File: src/rtl/utf8_entity_char_decoder_unit_macros.svh
// ---------------------------------------------------------------------------
// UTF-8 / entity decoder assertion macros
// Concurrent check wrappers on clk, with and without the rst disable.
// ---------------------------------------------------------------------------
`ifndef UTF8_ENTITY_CHAR_DECODER_UNIT_MACROS_SVH
`define UTF8_ENTITY_CHAR_DECODER_UNIT_MACROS_SVH

`ifndef ASSERT_OFF
`define UED_ASSERT(lbl, prop, msg) \
  lbl: assert property (@(posedge clk) disable iff (rst) prop) else $error(msg);
`define UED_ASSERT_NR(lbl, prop, msg) \
  lbl: assert property (@(posedge clk) prop) else $error(msg);
`else
`define UED_ASSERT(lbl, prop, msg)
`define UED_ASSERT_NR(lbl, prop, msg)
`endif

`endif

File: src/rtl/ued_pkg.sv
// ---------------------------------------------------------------------------
// UTF-8 / entity decoder package
// Word types, decode codes and controller/datapath interface structs.
// ---------------------------------------------------------------------------
`timescale 1ns / 1ps

package ued_pkg;

  localparam int ENTITY_SCAN_LIMIT_DEF = 8;
  localparam int CP_W  = 17;
  localparam int LEN_W = 4;

  localparam logic [7:0] CH_AMP   = 8'h26;
  localparam logic [7:0] CH_HASH  = 8'h23;
  localparam logic [7:0] CH_SEMI  = 8'h3B;
  localparam logic [7:0] CH_ZERO  = 8'h30;
  localparam logic [7:0] CH_NINE  = 8'h39;
  localparam logic [7:0] LEAD2_LO = 8'hC0;
  localparam logic [7:0] LEAD3_LO = 8'hE0;
  localparam logic [7:0] LEAD4_LO = 8'hF0;
  localparam logic [7:0] TRAIL_MK = 8'hC0;
  localparam logic [7:0] TRAIL_ID = 8'h80;

  typedef struct packed {
    logic       kind;
    logic [7:0] text_byte;
  } in_word_t;

  typedef struct packed {
    logic [CP_W-1:0]  code_point;
    logic [LEN_W-1:0] source_length;
    logic             last;
  } out_word_t;

  typedef enum logic [1:0] {
    MODE_IDLE,
    MODE_UTF8,
    MODE_AMP,
    MODE_DIGITS
  } mode_t;

  typedef enum logic [1:0] {
    ACT_HOLD,
    ACT_EMIT,
    ACT_FAIL
  } dec_act_t;

  typedef struct packed {
    logic sel_redo;   // decode the saved byte from idle mode
    logic apply;      // commit the decode result to the hold state
    logic save_byte;
    logic clear_hold;
    logic flush_rst;
    logic flush_adv;
    logic load_out;
    logic out_flush;  // output word comes from the held bytes
    logic out_last;
  } ctrl_cmd_t;

  typedef struct packed {
    dec_act_t dec_act;
    logic     held_zero;
    logic     flush_last;
  } dp_status_t;

endpackage

File: src/rtl/utf8_entity_char_decoder_unit.sv
// ---------------------------------------------------------------------------
// UTF-8 and decimal character reference decoder
// Turns a byte stream into code points with their source byte counts.
// ---------------------------------------------------------------------------
// A byte is taken whenever the controller is idle and the result register is
// free or being read, so plain text and completed sequences run at one byte
// per cycle unless the consumer stalls, and a byte that is only held produces
// no word. When a byte breaks a UTF-8 or "&#digits;" pattern, or an end word
// arrives, with k bytes held, the controller's flush sequencer emits the k held
// bytes one per cycle unless the consumer stalls; for a breaking byte it then
// redecodes that byte from idle mode. Every emitted word passes through the
// single result register, so a stalled consumer stalls the input as well.
`timescale 1ns / 1ps

`include "utf8_entity_char_decoder_unit_macros.svh"

module utf8_entity_char_decoder_unit
  import ued_pkg::*;
#(
  parameter int ENTITY_SCAN_LIMIT = ENTITY_SCAN_LIMIT_DEF
) (
  input  logic      clk,
  input  logic      rst,
  input  logic      text_valid,
  output logic      text_stall,
  input  in_word_t  text_word,
  output logic      char_valid,
  input  logic      char_stall,
  output out_word_t char_word
);

  ctrl_cmd_t  cmd;
  dp_status_t st;

  ued_ctrl u_ctrl (
    .clk        (clk),
    .rst        (rst),
    .text_valid (text_valid),
    .text_kind  (text_word.kind),
    .text_stall (text_stall),
    .char_valid (char_valid),
    .char_stall (char_stall),
    .st         (st),
    .cmd        (cmd)
  );

  ued_datapath #(
    .ENTITY_SCAN_LIMIT (ENTITY_SCAN_LIMIT)
  ) u_datapath (
    .clk       (clk),
    .rst       (rst),
    .text_byte (text_word.text_byte),
    .cmd       (cmd),
    .st        (st),
    .char_word (char_word)
  );

  `UED_ASSERT_NR(a_rst_no_word, rst |=> !char_valid, "result word valid after reset")
  `UED_ASSERT(a_fail_has_held, st.dec_act == ACT_FAIL |-> !st.held_zero, "break with nothing held")
  `UED_ASSERT(a_flush_stalls, text_valid && !text_stall && text_word.kind && !st.held_zero |=> text_stall, "end word with held bytes did not start flush")
  `UED_ASSERT(a_emit_word, text_valid && !text_stall && !text_word.kind && st.dec_act == ACT_EMIT |=> char_valid, "decoded byte gave no word")

endmodule

File: src/rtl/ued_datapath.sv
// ---------------------------------------------------------------------------
// UTF-8 / entity decoder datapath
// Hold registers, byte decoder, decimal accumulator and result register.
// ---------------------------------------------------------------------------
`timescale 1ns / 1ps

module ued_datapath
  import ued_pkg::*;
#(
  parameter int ENTITY_SCAN_LIMIT = ENTITY_SCAN_LIMIT_DEF
) (
  input  logic       clk,
  input  logic       rst,
  input  logic [7:0] text_byte,
  input  ctrl_cmd_t  cmd,
  output dp_status_t st,
  output out_word_t  char_word
);

  localparam int HELD_DEPTH = ENTITY_SCAN_LIMIT - 1;
  localparam int IDX_W      = $clog2(HELD_DEPTH);
  localparam int CNT_W      = $clog2(ENTITY_SCAN_LIMIT);
  localparam logic [CNT_W:0] LIMIT_C = (CNT_W+1)'(ENTITY_SCAN_LIMIT);

  logic [7:0]       held [HELD_DEPTH];
  logic [CNT_W-1:0] cnt;
  mode_t            mode;
  logic [CP_W-1:0]  pv;
  logic [7:0]       saved;
  logic [CNT_W-1:0] flush_idx;
  out_word_t        out_reg;

  mode_t            mode_eff;
  logic [7:0]       b;
  dec_act_t         act;
  mode_t            mode_n;
  logic [CNT_W-1:0] cnt_n;
  logic             wr_en;
  logic [CP_W-1:0]  pv_n;
  logic [CP_W-1:0]  dec_cp;
  logic [LEN_W-1:0] dec_len;
  logic [CNT_W:0]   cnt_inc;
  logic [CNT_W:0]   flush_inc;
  logic [7:0]       flush_byte;

  assign mode_eff   = cmd.sel_redo ? MODE_IDLE : mode;
  assign b          = cmd.sel_redo ? saved : text_byte;
  assign cnt_inc    = {1'b0, cnt} + 1'b1;
  assign flush_inc  = {1'b0, flush_idx} + 1'b1;
  assign flush_byte = held[flush_idx[IDX_W-1:0]];

  always_comb begin
    act     = ACT_HOLD;
    mode_n  = mode;
    cnt_n   = cnt;
    wr_en   = 1'b0;
    pv_n    = pv;
    dec_cp  = {{(CP_W-8){1'b0}}, b};
    dec_len = LEN_W'(1);
    case (mode_eff)
      MODE_IDLE: begin
        if (b == CH_AMP) begin
          mode_n = MODE_AMP;
          cnt_n  = CNT_W'(1);
          wr_en  = 1'b1;
          pv_n   = '0;
        end else if (b < LEAD2_LO || b >= LEAD4_LO) begin
          act = ACT_EMIT;
        end else begin
          mode_n = MODE_UTF8;
          cnt_n  = CNT_W'(1);
          wr_en  = 1'b1;
        end
      end
      MODE_UTF8: begin
        if ((b & TRAIL_MK) != TRAIL_ID) begin
          act = ACT_FAIL;
        end else if (held[0] < LEAD3_LO && cnt == CNT_W'(1)) begin
          act     = ACT_EMIT;
          dec_cp  = {6'b0, held[0][4:0], b[5:0]};
          dec_len = LEN_W'(2);
          mode_n  = MODE_IDLE;
          cnt_n   = '0;
          pv_n    = '0;
        end else if (held[0] >= LEAD3_LO && cnt == CNT_W'(2)) begin
          act     = ACT_EMIT;
          dec_cp  = {1'b0, held[0][3:0], held[1][5:0], b[5:0]};
          dec_len = LEN_W'(3);
          mode_n  = MODE_IDLE;
          cnt_n   = '0;
          pv_n    = '0;
        end else begin
          cnt_n = cnt_inc[CNT_W-1:0];
          wr_en = 1'b1;
        end
      end
      MODE_AMP: begin
        if (b == CH_HASH) begin
          mode_n = MODE_DIGITS;
          cnt_n  = cnt_inc[CNT_W-1:0];
          wr_en  = 1'b1;
          pv_n   = '0;
        end else begin
          act = ACT_FAIL;
        end
      end
      MODE_DIGITS: begin
        if (b == CH_SEMI) begin
          act     = ACT_EMIT;
          dec_cp  = pv;
          dec_len = LEN_W'(cnt_inc);
          mode_n  = MODE_IDLE;
          cnt_n   = '0;
          pv_n    = '0;
        end else if (b >= CH_ZERO && b <= CH_NINE && cnt_inc < LIMIT_C) begin
          cnt_n = cnt_inc[CNT_W-1:0];
          wr_en = 1'b1;
          // times ten as two shifts, kept to the code point width
          pv_n  = (pv << 3) + (pv << 1) + {{(CP_W-4){1'b0}}, b[3:0]};
        end else begin
          act = ACT_FAIL;
        end
      end
      default: begin
        act = ACT_HOLD;
      end
    endcase
  end

  always_ff @(posedge clk) begin
    if (rst) begin
      cnt       <= '0;
      mode      <= MODE_IDLE;
      pv        <= '0;
      flush_idx <= '0;
    end else begin
      if (cmd.clear_hold) begin
        cnt  <= '0;
        mode <= MODE_IDLE;
        pv   <= '0;
      end else if (cmd.apply) begin
        cnt  <= cnt_n;
        mode <= mode_n;
        pv   <= pv_n;
      end
      if (cmd.flush_rst) begin
        flush_idx <= '0;
      end else if (cmd.flush_adv) begin
        flush_idx <= flush_inc[CNT_W-1:0];
      end
    end
  end

  always_ff @(posedge clk) begin
    if (cmd.apply && wr_en) begin
      held[cnt[IDX_W-1:0]] <= b;
    end
    if (cmd.save_byte) begin
      saved <= text_byte;
    end
    if (cmd.load_out) begin
      out_reg.code_point    <= cmd.out_flush ? {{(CP_W-8){1'b0}}, flush_byte} : dec_cp;
      out_reg.source_length <= cmd.out_flush ? LEN_W'(1) : dec_len;
      out_reg.last          <= cmd.out_last;
    end
  end

  assign st.dec_act    = act;
  assign st.held_zero  = (cnt == '0);
  assign st.flush_last = (flush_inc == {1'b0, cnt});
  assign char_word     = out_reg;

endmodule

File: src/rtl/ued_ctrl.sv
// ---------------------------------------------------------------------------
// UTF-8 / entity decoder controller
// Accepts words, sequences the flush of held bytes and the redecode step.
// ---------------------------------------------------------------------------
`timescale 1ns / 1ps

module ued_ctrl
  import ued_pkg::*;
(
  input  logic       clk,
  input  logic       rst,
  input  logic       text_valid,
  input  logic       text_kind,
  output logic       text_stall,
  output logic       char_valid,
  input  logic       char_stall,
  input  dp_status_t st,
  output ctrl_cmd_t  cmd
);

  typedef enum logic [1:0] {
    S_IDLE,
    S_FLUSH,
    S_REDO
  } state_t;

  state_t state, state_next;
  logic   redo_pend, redo_pend_next;
  logic   out_valid, out_valid_next;
  logic   can_emit;
  logic   accept;

  assign can_emit   = !out_valid || !char_stall;
  assign text_stall = !(state == S_IDLE && can_emit);
  assign accept     = text_valid && !text_stall;
  assign char_valid = out_valid;

  always_comb begin
    cmd            = '0;
    state_next     = state;
    redo_pend_next = redo_pend;
    cmd.sel_redo   = (state != S_IDLE);
    case (state)
      S_IDLE: begin
        if (accept) begin
          if (text_kind) begin
            if (!st.held_zero) begin
              cmd.flush_rst  = 1'b1;
              redo_pend_next = 1'b0;
              state_next     = S_FLUSH;
            end
          end else begin
            case (st.dec_act)
              ACT_EMIT: begin
                cmd.apply    = 1'b1;
                cmd.load_out = 1'b1;
                cmd.out_last = 1'b1;
              end
              ACT_HOLD: begin
                cmd.apply = 1'b1;
              end
              ACT_FAIL: begin
                cmd.save_byte  = 1'b1;
                cmd.flush_rst  = 1'b1;
                redo_pend_next = 1'b1;
                state_next     = S_FLUSH;
              end
              default: begin
                cmd.apply = 1'b0;
              end
            endcase
          end
        end
      end
      S_FLUSH: begin
        if (can_emit) begin
          cmd.load_out  = 1'b1;
          cmd.out_flush = 1'b1;
          cmd.flush_adv = 1'b1;
          // last word only if the redecoded byte will not emit one of its own
          cmd.out_last  = st.flush_last && !(redo_pend && st.dec_act == ACT_EMIT);
          if (st.flush_last) begin
            cmd.clear_hold = 1'b1;
            state_next     = redo_pend ? S_REDO : S_IDLE;
          end
        end
      end
      S_REDO: begin
        if (st.dec_act != ACT_EMIT) begin
          cmd.apply  = 1'b1;
          state_next = S_IDLE;
        end else if (can_emit) begin
          cmd.apply    = 1'b1;
          cmd.load_out = 1'b1;
          cmd.out_last = 1'b1;
          state_next   = S_IDLE;
        end
      end
      default: begin
        state_next = S_IDLE;
      end
    endcase
    out_valid_next = cmd.load_out || (out_valid && char_stall);
  end

  always_ff @(posedge clk) begin
    if (rst) begin
      state     <= S_IDLE;
      redo_pend <= 1'b0;
      out_valid <= 1'b0;
    end else begin
      state     <= state_next;
      redo_pend <= redo_pend_next;
      out_valid <= out_valid_next;
    end
  end

endmodule
File: config.mk
export PLATFORM = sky130hd
export DESIGN_NAME = utf8_entity_char_decoder_unit
export DESIGN_NICKNAME = d
export VERILOG_FILES = /design/src/rtl/ued_pkg.sv /design/src/rtl/utf8_entity_char_decoder_unit.sv /design/src/rtl/ued_datapath.sv /design/src/rtl/ued_ctrl.sv
export VERILOG_INCLUDE_DIRS = /design/src /design/src/rtl
export SDC_FILE = /design/constraint.sdc
export NUM_CORES = 1
export LEC_CHECK = 0
export ABC_AREA = 0
export BUFFER_PORTS_ARGS = -buffer_cell sky130_fd_sc_hd__buf_2
export CAP_MARGIN = 20
export CORE_MARGIN = 2
export CORE_UTILIZATION = 40
export CTS_BUF_LIST = sky130_fd_sc_hd__clkbuf_8
export DETAILED_ROUTE_END_ITERATION = 7
export GPL_TIMING_DRIVEN = 0
export PLACE_DENSITY = 0.65
export SYNTH_ARGS = -nofsm -noshare
export SYNTH_HDL_FRONTEND = slang
export SYNTH_HIERARCHICAL = 1
export SYNTH_SLANG_ARGS = --single-unit
export TNS_END_PERCENT = 1
File: constraint.sdc
create_clock -name clk -period 4 [get_ports clk]
set_clock_uncertainty 0.05 [all_clocks]
set_input_delay 0.2 -clock clk [delete_from_list [all_inputs] [get_ports clk]]
set_output_delay 0.2 -clock clk [all_outputs]
set_load 0.005 [all_outputs]
==> results_dict.tcl <==
set metrics [dict create \
    critPathMaxFanout 12 \
    synthArstFlopShare 0 \
    worst_slack_ns 0.198 \
    grt_pass1_wl_mm 25.6 \
    avgSynthCellArea_um2 12.3 \
    synth_top_area_frac 0.422 \
    initial_core_util 0.406 \
    worstSkewPairLatency_ns 0.45 \
    first_iter_violations 439 \
    syn-cell-area_um2 6690 \
    drive_gt1_frac 0.239 \
    min_period_over_period 0.950 \
    ys_ff_latch 126 \
    slew_viol_final 0 \
    outcome "finished clean" \
    drv_cap 0 \
    finalSetupTns_ns 0 \
    cts_tree "done" \
    row_count 47 \
    syn_inst 545 \
    crit_arrival_ns 3.92 \
    synth_ff_type "edfxtp_1" \
    pwr-share-comb 0.064 \
    pwr-share-seq 0.549 \
    hold_end "u_ctrl/char_valid$_SDFF_PP0_" \
    yosysTopAreaCell "edfxtp_1" \
    fillers 1513 \
    cts_max_level 4 \
    min-delay-path-class "in -> reg" \
    critPathKind "reg -> reg" \
    clockRootBuffer "clkbuf_8" \
    ctsLongestPathBuffers 2 \
    place_ws_ns -0.685 \
    ys_types 76 \
    maxSlewHeadroom 0.513 \
    intPower_mw 1.97 \
    crit_path_cell_trace "or2_2 > buf_6 > buf_6 > nor4b_4 > o22ai_2 > a221oi_4 > o21ai_4 > nor3b_1 > o21ai_0 > a21oi_2 > and2_1 > nand3b_1 > buf_4 > nor3_4 > buf_4" \
    tightest_slew_ns 0.731 \
    clock_sinks 126 \
    endpoint_kind "flop" \
    fp.dieW_um 133 \
    setup_violations 0 \
    switchingPower_mw 0.629 \
    dp_hpwl_mm 11.9 \
    dpl_cell_area_um2 7190 \
    final_area_um2 7850 \
    grt_overflow_total 0 \
    startpoint_type "flop" \
    post_drt_wl_per_cell_um 19.2 \
    grt_pass1_vias 4645 \
    ir_drop_uv 201 \
    syn_nets 593 \
    ant_nets 0 \
    gr-usage-all-layers 0.190 \
    grt_max_degree 18 \
    hold_depth 3 \
    place_congestion 0.882 \
    required_ns 4.12 \
    powerDensity_nw_per_um2 331 \
    rrSetupSlack_ns 0.20 \
    regToRegStartpoint "u_ctrl/state[1]$_SDFFE_PP0P_" \
    io_buffers 36 \
    r2r_cells 15 \
    seq_area_frac_synth 0.518 \
    synth_edf_count 94 \
    crit_slowest_cell "a221oi_4" \
    max_stage_delay_ns 0.40 \
    yosys_warnings 6 \
    fp.dieH_um 133 \
    die_area_um2 17800 \
    vias 4787 \
    p_sw_frac 0.242 \
    vias_per_cell 5.61 \
    ys_top_cells_by_area "edfxtp_1 (42%), dfxtp_1 (9.6%), ha_1 (6.2%)" \
    yosysMostFrequentCell "edfxtp_1" \
    drcViolationCount 0 \
    hold_viol_final 0 \
    pin_count 37 \
    core_um2 16500 \
    antenna_found_initial 0 \
    r2r_end "u_datapath/held[0][4]$_DFFE_PP_" \
    max_freq_ghz 0.263 \
    totalPowerFinal_mw 2.60 \
    utilization 0.477 \
    netlist_top_cells_count "edfxtp_1 (94), nand2_1 (43), ha_1 (33)" \
    p_leak_nw 2.89 \
    pwr-share-clk 0.387 \
    clkTransAtPathRegs_ns 0.07 \
    layout.nets 668 \
    routed_wl_mm 16.4 \
    num_antenna_cells 0 \
    areaGrowthSynthToFinish_pct 17.3 \
    min_period_ns 3.80 \
    drt_first_pass_iters 5 \
    numCtsBuffers 17 \
    min-delay-start "char_stall" \
]
per-layer routing:
| layer | vias to the layer above | wire length [um] | global-route usage |
|---|---|---|---|
| li1 | 2249 | - | - |
| met1 | 2326 | 6950 | 0.250 |
| met2 | 189 | 7940 | 0.308 |
| met3 | 23 | 1170 | 0.0392 |
| met4 | 0 | 359 | 0.0768 |
| met5 | - | 0 | 0 |
worst max-delay path: cells and delay by family (launching register included):
family / cells / cell delay [ns]
AO/OA/AOI/OAI: 5 / 1.07
buffers and inverters: 4 / 0.66
flip-flops: 1 / 0.36
AND/OR/NAND/NOR: 6 / 1.36
logic make-up after synthesis:
kind of cell,share of synthesized area
AOI/OAI and AO/OA,0.126
xor gates and xnor gates,0.0236
adders and majority gates,0.0677
buffers and inverters,0.0292
DFF,0.518
muxes,0.110
and+or+nand+nor,0.126
worst max-delay path by stage:
stage	cells past startpoint	end	startpoint
detailed placement	14	u_datapath/held[4][3]$_DFFE_PP_	u_ctrl/state[1]$_SDFFE_PP0P_
floorplan	11	u_datapath/char_word[0]$_DFFE_PP_	u_ctrl/state[0]$_SDFFE_PP0P_
CTS	15	u_datapath/held[4][5]$_DFFE_PP_	u_ctrl/state[0]$_SDFFE_PP0P_
finish	15	u_datapath/held[0][4]$_DFFE_PP_	u_ctrl/state[1]$_SDFFE_PP0P_
global route	15	u_datapath/held[3][5]$_DFFE_PP_	u_ctrl/state[1]$_SDFFE_PP0P_
global placement	10	u_datapath/char_word[7]$_DFFE_PP_	u_ctrl/state[0]$_SDFFE_PP0P_
stage by stage:
step	cells	hold WS [ns]
finish	853	0.0959
floorplan	545	0.219
CTS	848	0.0762
global route	853	0.101
detailed placement	805	0.366
global placement	801	0.354
layout make-up:
cell class,instances,area (um2),area share
sequential,126,3470,0.441
multi-input combinational,377,3190,0.407
timing repair buffer,56,363,0.0462
tap,220,275,0.0351
clock buffer,17,234,0.0298
clock inverter,15,124,0.0158
buffer,23,124,0.0158
inverter,19,71.3,0.00908
sequential cells by signal, summed over array words and instances, names as in the netlist, named ones only:
name and flops:
u_datapath/pv 17, u_datapath/saved 8, u_datapath/cnt 3, u_ctrl/state 2, u_datapath/flush_idx 3, u_ctrl/redo_pend 1, u_datapath/char_word 22, u_datapath/held 64
u_ctrl/char_valid 1, u_datapath/mode 2
what timing repair did:
action	CTS	global route
setup endpoints to repair	81	79
endpoints found under the hold margin	11	0
resized for setup	17	22
gates cloned	0	0
buffers inserted	1	5
hold buffers	10	0
pin swaps	1	4
power by group through the flow:
| stage | clock network (mW) | logic [mW] | registers (mW) |
|---|---|---|---|
| 3_3_place_gp | 0 | 0.141 | 1.46 |
| 4_1_cts | 1.03 | 0.159 | 1.43 |
| 3_5_place_dp | 0 | 0.148 | 1.46 |
| 2_1_floorplan | 0 | 0.0836 | 1.46 |
| 5_1_grt | 1.09 | 0.180 | 1.43 |
| 6_report | 1.01 | 0.167 | 1.43 |
layout by cell type, fill, tap and decap left out, drive strengths merged, types with 5 or more instances in the layout:
cell type	count
inv	22
a22oi	5
dlygate4sd3	10
mux4	16
ha	33
a21o	8
dfxtp	32
nand2	43
clkbuf	29
nor2	27
buf	57
nor3	14
nor3b	7
mux2i	24
or2	5
a211oi	9
nand3b	6
nand3	14
edfxtp	94
o211ai	6
a21oi	21
mux2	12
nand2b	11
nor2b	6
clkinv	8
o21ai	27
o21bai	5
xnor2	14
(Power assumes the default switching activity.)
